**config.mk**
```make
export PLATFORM = sky130hd
export DESIGN_NAME = bicolor_led_pattern_controller
export DESIGN_NICKNAME = d
export VERILOG_FILES = /design/src/rtl/blcp_pkg.sv /design/src/rtl/blcp_step.sv /design/src/rtl/bicolor_led_pattern_controller.sv
export SDC_FILE = /design/constraint.sdc
export NUM_CORES = 1
export LEC_CHECK = 0
export ABC_AREA = 1
export BUFFER_PORTS_ARGS = -buffer_cell sky130_fd_sc_hd__buf_4
export CORE_MARGIN = 1
export CORE_UTILIZATION = 55
export DETAILED_ROUTE_END_ITERATION = 12
export PLACE_DENSITY_LB_ADDON = 0.05
export SYNTH_ARGS = -nofsm -noshare
export SYNTH_HDL_FRONTEND = slang
export SYNTH_HIERARCHICAL = 1
export SYNTH_SLANG_ARGS = --single-unit
```
**constraint.sdc**
```tcl
create_clock -name clk -period 3 [get_ports clk]
set_input_delay 0.15 -clock clk [delete_from_list [all_inputs] [get_ports clk]]
set_output_delay 0.15 -clock clk [all_outputs]
set_load 0.05 [all_outputs]
```
**src/rtl/blcp_pkg.sv**
```systemverilog
`timescale 1ns / 1ps
`default_nettype none

package blcp_pkg;

  // pattern mode codes, same encoding as the new_mode field
  typedef logic [3:0] mode_t;

  localparam mode_t MODE_OFF       = 4'd0;
  localparam mode_t MODE_GREEN     = 4'd1;
  localparam mode_t MODE_RED       = 4'd2;
  localparam mode_t MODE_AMBER     = 4'd3;
  localparam mode_t MODE_AMBERFAST = 4'd4;
  localparam mode_t MODE_REDFAST   = 4'd5;
  localparam mode_t MODE_REDSLOW   = 4'd6;
  localparam mode_t MODE_GREEN3    = 4'd7;
  localparam mode_t MODE_RED3      = 4'd8;
  localparam mode_t MODE_RED5      = 4'd9;

  // item kinds carried on tuser
  localparam logic CMD_TICK = 1'b0;
  localparam logic CMD_LOAD = 1'b1;

  // register map, word index taken from paddr[2]
  localparam logic REG_BLANK_GAP = 1'b0;
  localparam logic REG_SLOW_HOLD = 1'b1;

  localparam logic [6:0] BLANK_GAP_RESET = 7'd12;
  localparam logic [6:0] SLOW_HOLD_RESET = 7'd3;

  // flash pattern end counts
  localparam logic [7:0] FLASH3_LIMIT = 8'd6;
  localparam logic [7:0] FLASH5_LIMIT = 8'd10;

  localparam logic [7:0] PHASE_BIT = 8'h80;

  typedef struct packed {
    mode_t      mode;
    logic [7:0] phase;
    logic [6:0] blank;
    logic       red;
    logic       green;
  } blcp_state_t;

  typedef struct packed {
    logic       cmd;
    mode_t      new_mode;
    logic       thermal_stepdown;
  } blcp_item_t;

endpackage

`default_nettype wire

```
**src/rtl/blcp_step.sv**
```systemverilog
`timescale 1ns / 1ps
`default_nettype none

module blcp_step (
  input  blcp_pkg::blcp_item_t  item,
  input  blcp_pkg::blcp_state_t cur,
  input  logic [6:0]            blank_gap,
  input  logic [6:0]            slow_blink_hold,
  output blcp_pkg::blcp_state_t nxt
);
  import blcp_pkg::*;

  logic       skip;
  logic [6:0] cnt;
  logic [6:0] limit;
  logic [7:0] flash_cnt;
  logic [7:0] flash_limit;
  logic [7:0] toggled;

  always_comb begin
    skip        = 1'b0;
    nxt         = cur;
    cnt         = cur.phase[6:0];
    limit       = (cur.mode == MODE_REDSLOW) ? slow_blink_hold : 7'd0;
    flash_cnt   = {1'b0, cur.phase[6:0]};
    flash_limit = (cur.mode == MODE_RED5) ? FLASH5_LIMIT : FLASH3_LIMIT;
    toggled     = cur.phase[7] ? 8'd0 : PHASE_BIT;

    if (item.cmd == CMD_LOAD) begin
      nxt.mode = item.new_mode;
    end else begin
      // thermal blanking
      if (item.thermal_stepdown) begin
        if (cur.blank < blank_gap) begin
          nxt.blank = cur.blank + 7'd1;
        end else begin
          nxt.blank = 7'd0;
          nxt.red   = 1'b0;
          nxt.green = 1'b0;
          skip      = 1'b1;
        end
      end else begin
        nxt.blank = 7'd0;
      end

      if (!skip) begin
        case (cur.mode)
          MODE_OFF: begin
            nxt.red   = 1'b0;
            nxt.green = 1'b0;
            nxt.phase = 8'd0;
          end
          MODE_GREEN: begin
            nxt.red   = 1'b0;
            nxt.green = 1'b1;
          end
          MODE_RED: begin
            nxt.red   = 1'b1;
            nxt.green = 1'b0;
          end
          MODE_AMBER: begin
            nxt.red   = 1'b1;
            nxt.green = 1'b1;
          end
          MODE_AMBERFAST: begin
            nxt.phase = toggled;
            nxt.red   = toggled[7];
            nxt.green = toggled[7];
          end
          MODE_REDFAST, MODE_REDSLOW: begin
            nxt.green = 1'b0;
            if (cnt < limit) begin
              nxt.phase = {cur.phase[7], cnt + 7'd1};
            end else begin
              nxt.phase = toggled;
            end
            nxt.red = nxt.phase[7];
          end
          MODE_GREEN3, MODE_RED3, MODE_RED5: begin
            if (flash_cnt > flash_limit) begin
              // pattern finished, leds hold
              nxt.phase = flash_cnt;
              nxt.mode  = MODE_OFF;
            end else begin
              nxt.phase = flash_cnt + 8'd1;
              if (flash_cnt[0]) begin
                if (cur.mode == MODE_GREEN3) begin
                  nxt.green = 1'b1;
                end else begin
                  nxt.red = 1'b1;
                end
              end else begin
                nxt.red   = 1'b0;
                nxt.green = 1'b0;
              end
            end
          end
          default: begin
            // undefined modes hold everything
          end
        endcase
      end
    end
  end

endmodule

`default_nettype wire

```
**src/rtl/bicolor_led_pattern_controller.sv**
```systemverilog
`timescale 1ns / 1ps
`default_nettype none
// a request passes through the input register and then the result register
// throughput: one request per cycle, tick or mode load, with no bubbles while the result side is ready
// backpressure on the master side stalls the result register, and the input stage once it is full;
// the input stage still takes a request while a result waits if the input register is empty
// reset (rst, synchronous, active high): mode off, leds off, timer and blank
// counter cleared, blank_gap = 12, slow_blink_hold = 3
module bicolor_led_pattern_controller (
  input  logic       clk,
  input  logic       rst,
  // request stream
  input  logic       s_axis_tvalid,
  output logic       s_axis_tready,
  input  logic [7:0] s_axis_tdata,   // [3:0] new_mode, [4] thermal_stepdown, [7:5] zero
  input  logic       s_axis_tuser,   // [0] cmd
  // result stream
  output logic       m_axis_tvalid,
  input  logic       m_axis_tready,
  output logic [7:0] m_axis_tdata,   // [0] red_on, [1] green_on, [5:2] mode_now, [7:6] zero
  // configuration port
  input  logic       psel,
  input  logic       penable,
  input  logic       pwrite,
  input  logic [2:0] paddr,
  input  logic [31:0] pwdata,
  output logic [31:0] prdata,
  output logic       pready
);
  import blcp_pkg::*;

  // configuration registers
  logic [6:0] blank_gap;
  logic [6:0] slow_blink_hold;

  // input stage
  logic       in_valid;
  blcp_item_t in_item;

  // pattern state and result stage
  blcp_state_t state;
  blcp_state_t state_next;
  logic        out_valid;

  logic out_free;
  logic in_move;

  // result register frees when empty or being taken
  assign out_free      = !out_valid || m_axis_tready;
  assign in_move       = in_valid && out_free;
  assign s_axis_tready = !in_valid || out_free;

  // apb: always ready, register index is paddr[2]
  assign pready = 1'b1;

  always_ff @(posedge clk) begin
    if (rst) begin
      blank_gap       <= BLANK_GAP_RESET;
      slow_blink_hold <= SLOW_HOLD_RESET;
    end else if (psel && penable && pwrite && pready) begin
      case (paddr[2])
        REG_BLANK_GAP: blank_gap       <= pwdata[6:0];
        REG_SLOW_HOLD: slow_blink_hold <= pwdata[6:0];
        default:       blank_gap       <= blank_gap;
      endcase
    end
  end

  always_comb begin
    case (paddr[2])
      REG_BLANK_GAP: prdata = {25'd0, blank_gap};
      REG_SLOW_HOLD: prdata = {25'd0, slow_blink_hold};
      default:       prdata = 32'd0;
    endcase
  end

  // input register
  always_ff @(posedge clk) begin
    if (rst) begin
      in_valid <= 1'b0;
    end else if (s_axis_tready) begin
      in_valid <= s_axis_tvalid;
    end
  end

  always_ff @(posedge clk) begin
    if (s_axis_tready && s_axis_tvalid) begin
      in_item.cmd              <= s_axis_tuser;
      in_item.new_mode         <= s_axis_tdata[3:0];
      in_item.thermal_stepdown <= s_axis_tdata[4];
    end
  end

  // next pattern state for the request in the input register
  blcp_step u_step (
    .item            (in_item),
    .cur             (state),
    .blank_gap       (blank_gap),
    .slow_blink_hold (slow_blink_hold),
    .nxt             (state_next)
  );

  // state advances as each request moves into the result register;
  // the result fields are read straight from the updated state
  always_ff @(posedge clk) begin
    if (rst) begin
      state     <= '0;
      out_valid <= 1'b0;
    end else begin
      if (out_free) begin
        out_valid <= in_valid;
      end
      if (in_move) begin
        state <= state_next;
      end
    end
  end

  assign m_axis_tvalid = out_valid;
  assign m_axis_tdata  = {2'b00, state.mode, state.green, state.red};

endmodule

`default_nettype wire

```
Word-level counts from Yosys, hierarchy flattened
Index checks and enable logic that the tools add are counted.
{"block": "totals", "input_bits": 51, "out_inout_bits": 43, "regBits": 43}
{"block": "classes", "reduce_logical": 20, "n_lt_le_gt_ge": 3, "n_addsub": 3, "eq_ne": 11, "muxes": 24, "bitwise": 3}
{"op": "32-bit one-hot mux with 2 select lines", "count": 1}
{"op": "8-bit one-hot mux with 4 select lines", "count": 1}
{"op": "8-bit 2-to-1 mux", "count": 3}
{"op": "7-bit 2-to-1 mux", "count": 3}
{"op": "4-bit by 3-bit equality test with 1-bit output (second input constant)", "count": 4}
{"op": "4-bit 2-to-1 mux", "count": 4}
{"op": "7-bit by 1-bit adder with 7-bit output (second input constant)", "count": 2}
{"op": "7-bit < comparator", "count": 2}
{"op": "2-bit one-hot mux with 7 select lines", "count": 1}
{"op": "12-bit 2-to-1 mux", "count": 1}
{"op": "2-bit 2-to-1 mux", "count": 5}
{"op": "7-bit by 1-bit adder with 8-bit output (second input constant)", "count": 1}
{"op": "4-bit by 2-bit equality test with 1-bit output (second input constant)", "count": 2}
{"op": "4-bit equality test (second input constant)", "count": 2}
{"op": "7-bit by 8-bit > comparator with 1-bit output", "count": 1}
{"op": "4-bit AND reduction", "count": 2}
{"op": "2-bit AND reduction", "count": 3}
{"op": "1-bit 2-to-1 mux", "count": 5}
{"op": "5-bit AND reduction", "count": 1}
{"op": "4-bit by 1-bit equality test with 1-bit output (second input constant)", "count": 1}
{"op": "1-bit logical AND", "count": 4}
{"op": "4-bit zero test", "count": 1}
{"op": "2-bit inequality test (second input constant)", "count": 2}
{"op": "2-bit nonzero test", "count": 2}
{"op": "6 further kinds", "count": 10}

Longest topological paths before layout
{"block": "logic_depth", "depth_word": 8, "depth_mapped": 19, "depth_no_buf": 19}

Cells and area by module
The synthesis kept the hierarchy.
{"mod": "bicolor_led_pattern_controller", "cells_each": 251, "instances": 1, "area_per_inst_um2": 1908.1, "seq_area_each_um2": 920.9}
{"mod": "blcp_step", "cells_each": 209, "instances": 1, "area_per_inst_um2": 1149.9, "seq_area_each_um2": 0.0}

Worst setup path after synthesis
No wires, ideal clock.
{"block": "synth_path", "kind": "register to register", "from": "register state (netlist bit m_axis_tdata[3])", "to": "register state (netlist bit m_axis_tdata[0])", "t_arrival_ps": 1936, "period_less_slack_ps": 2052, "required_time_ps": 2884, "slack_ps": 948, "stages_incl_launch_ff": 16, "setup_ps": 116, "path_buffers": 0, "path_cell_list": "dfxtp_1 nor2_2 nand2_1 nor2_1 inv_1 ha_1 a21oi_1 nand3_1 nand2_2 o21ai_2 nand2_1 nand3_1 nand2_1 nand2_1 o21ai_0 nor2_1"}
{"block": "synth_between", "elab_chain_len": 6}
{"item": "start: declaration", "line": "bicolor_led_pattern_controller.sv:41", "source": "blcp_state_t state;"}
{"item": "start signal: assignment", "line": "bicolor_led_pattern_controller.sv:114", "source": "state <= state_next;"}
{"item": "4-bit equality test, or another cell as far along", "line": "blcp_step.sv:26, blcp_step.sv:47"}
{"item": "4-bit 2-to-1 mux, or another cell as far along", "line": "blcp_step.sv:26", "source": "flash_limit = (cur.mode == MODE_RED5) ? FLASH5_LIMIT : FLASH3_LIMIT;"}
{"item": "7-bit by 8-bit > comparator with 1-bit output, or another cell as far along", "line": "blcp_step.sv:80", "source": "if (flash_cnt > flash_limit) begin"}
{"item": "2-bit 2-to-1 mux / 8-bit 2-to-1 mux (equally long branches)", "line": "blcp_step.sv:80, blcp_step.sv:72"}
{"item": "2-bit one-hot mux with 7 select lines (*)", "line": "blcp_step.sv:47", "source": "case (cur.mode)"}
{"item": "2-bit 2-to-1 mux (*)", "line": "blcp_step.sv:46", "source": "if (!skip) begin"}
Every way passes the cells marked *; elsewhere a longest branch is shown, timed or not.
A chain may end at the register's enable or synchronous reset.

Final worst setup path
Ends and elaborated chain as after synthesis.

==> flow_summary.toml <==
[placement]
port_buffers = 35
gp_congestion = 0.823
place_ws_ns = 0.593
numPlacedInstances = 545
hpwl_um = 4740

[yosys]
synth-edff-count = 6
synth-main-ff-cell = "dfxtp_1"
synth_async_sr_flop_share_pct = 0
synth_area_per_cell_um2 = 6.65
synth.area.top_cells = "dfxtp_1 24%, nand2_1 12%, nor2_1 9.9%, buf_4 8.8%, ha_1 7.0%"
yosys.area.top_type = "dfxtp_1"
ys_top_cells_by_count = "101 x nand2_1, 81 x nor2_1, 38 x inv_1"
yosysUniqueCellTypes = 31
ys_ff_latch = 43
ys_warn_count = 6
synth_area_um2 = 3060
synth_top_area_share_pct = 24.2
syn_inst = 460
ys_seq_area_share_pct = 30.1
yosys.cell_count.top_type = "nand2_1"

[clocking]
clk_latency_ns = 0.30
postCtsSetupBuffers = 0
cts-root-buf = "clkbuf_8"
clkTransAtPathRegs_ns = 0.09
cts-resized-gates = 0
htreeDepth = 2
clk_path_buf_depth = 2
cts_made_buffers = 5
cts_num_sinks = 43
hold_buffers = 0
cts_tree = "built"

[timing]
finClkSkew_ns = 0.00734
slew-limit-headroom_pct = 51.5
tns_ns = 0
rsz0062_at_grt = "false"
max_freq_mhz = 414
slew_violations = 0
hold_viol = 0
setup-violations-final = 0
finalCritPeriodShare_pct = 80.5
fin_crit_ns = 2.41
worst_slew_pin_slew_ns = 0.725
layout_setup_ws_ns = 0.585

[worst_setup_path]
crit_chain = "inv_2 > nor2_2 > nand2_1 > inv_1 > nand2_1 > ha_1 > a21oi_1 > o21a_1 > nand3_1 > nand3_1 > nand3_1 > nand2_1 > nand2_1 > o21ai_0 > nor2_1"
path_common_cell = "nand2_1"
arrival_ns = 2.62
worst_setup_path_start_kind = "register"
crit_path_end_kind = "register"
max_stage_delay_ns = 0.50
worstSetupPathType = "reg2reg"
ff2ff_path_depth = 15
reg2reg_slack_ns = 0.59
rr_startpoint = "m_axis_tdata[3]"
crit_required_ns = 3.20
slowest_stage = "dfxtp_1"
critPathMaxFanout = 8
setup.worst_path.start = "m_axis_tdata[3]"
worstReg2RegEnd = "m_axis_tdata[0]"

[hold_path]
holdCritStartpoint = "rst"
hold_class = "in2reg"
hold_path_depth = 2
min_to = "in_valid"

[drt]
vias = 2743
via_per_inst = 4.96
drtAntennaViolNets = 0
drt_iter0_markers = 132
routed_wl_um = 6440
routedWlPerCell_um = 11.6
drc = 0
dr.pass1.iters = 4

[grt]
antenna_found_initial = 0
track_usage_pct = 23.4
grt_pass1_wl_um = 11100
grt_pass1_vias = 2506
grt_start_max_net_pins = 36
grt_overflow = 0

[pwr]
ir_drop_v = 0.000304
power_w = 0.00155
leakage_nw = 1.64
p_per_area_nw_per_um2 = 470

[floorplan]
core-area_um2 = 5240
die_y_um = 76.6
die_w_um = 76.6
placementRows = 26
ios = 94
dieArea_um2 = 5860
initial_core_util_pct = 58.4

[final_layout]
fillers = 526
diodes = 0
layout-drive-gt1-share_pct = 14.5
fin_cells = 553
final_net_count = 550
syn2layout_area_growth_pct = 7.77

[outcome]
outcome = "completed"

[run]
maxCapViolations = 0
## metal layers
layer | vias to the layer above | GRT usage (%) | part of all wire (%) | wire [µm]
met4 | 0 | 6.54 | 0.87 | 56
li1 | 1449 | - | - | -
met5 | - | 0 | 0 | 0
met1 | 1226 | 30.7 | 49 | 3130
met3 | 7 | 3.71 | 3.3 | 213
met2 | 61 | 39.5 | 47 | 3040
## registers in the layout (all words and copies together) (netlist names)
register	cells
in_valid	1
state	15
in_item	6
m_axis_tvalid	1
blank_gap	7
m_axis_tdata	6
slow_blink_hold	7
## kinds of logic (layout without fill, tap and decap cells)
kind of cell	after synthesis	after routing	synth area share, %
adder cells (fa/ha/maj)	17	17	6.96
AO/OA/AOI/OAI	54	54	9.53
flip-flops	43	43	30.1
XOR/XNOR	9	9	2.58
AND/OR/NAND/NOR	242	242	34.0
buffers and inverters	93	90	16.5
other	2	28	0.246
## placed cells by master (no fill, tap or decap)
| master | count |
|---|---|
| nand4_1 | 5 |
| nand3_1 | 36 |
| conb_1 | 28 |
| a21oi_1 | 16 |
| bufinv_16 | 1 |
| dfxtp_1 | 37 |
| a22oi_1 | 1 |
| clkinvlp_4 | 1 |
| inv_6 | 1 |
| o21a_1 | 2 |
| a21boi_1 | 2 |
| o21ai_2 | 2 |
| clkbuf_8 | 5 |
| edfxtp_1 | 6 |
| a31oi_1 | 1 |
| xnor2_1 | 1 |
| nand2_2 | 6 |
| nor2_2 | 4 |
| nor2_4 | 3 |
| nand3_2 | 2 |
| inv_2 | 8 |
| nor2_1 | 81 |
| inv_1 | 38 |
| o21ai_0 | 7 |
| ha_1 | 17 |
| nor3_2 | 1 |
| xor2_1 | 8 |
| nor3_1 | 1 |
| o21ai_1 | 23 |
| buf_4 | 36 |
| nand3b_1 | 2 |
| nand2_1 | 101 |
## critical path, delay by kind of cell (launching register included)
| kind | cells | cell delay (ns) |
|---|---|---|
| adders and majority gates | 1 | 0.29 |
| DFF | 1 | 0.50 |
| AOI/OAI and AO/OA | 3 | 0.52 |
| and+or+nand+nor | 9 | 0.79 |
| buffers and inverters | 2 | 0.23 |
## worst max path at each step
stage,to
2_1_floorplan,m_axis_tdata[0]
3_3_place_gp,m_axis_tdata[0]
3_5_place_dp,m_axis_tdata[0]
4_1_cts,m_axis_tdata[0]
5_1_grt,state[11]
6_report,m_axis_tdata[0]
## layout make-up
| type | count | area [µm²] | share of cell area [%] |
|---|---|---|---|
| Multi-Input combinational cell | 350 | 1730 | 52.5 |
| Inverter | 46 | 173 | 5.24 |
| Sequential cell | 43 | 921 | 27.9 |
| Timing Repair Buffer | 36 | 270 | 8.20 |
| Tap cell | 70 | 87.6 | 2.66 |
| Clock inverter | 3 | 46.3 | 1.40 |
| Clock buffer | 5 | 68.8 | 2.09 |
## power breakdown
group          total [W]  switching, W  internal (W)
clock network   0.000470      0.000219      0.000251
registers       0.000660     0.0000428      0.000617
logic           0.000419      0.000294      0.000124
total            0.00155      0.000556      0.000992
## per-stage QoR
step                      hold slack, ns  area [µm²]  utilization (%)
after global placement             0.329        3180             60.7
after global routing             0.00204        3300             62.9
after detailed placement           0.330        3180             60.7
final                             0.0183        3300             62.9
after CTS                        0.00646        3300             62.9
after floorplan                    0.219        3160                -
Note: power is estimated with default switching activity, not from simulation.
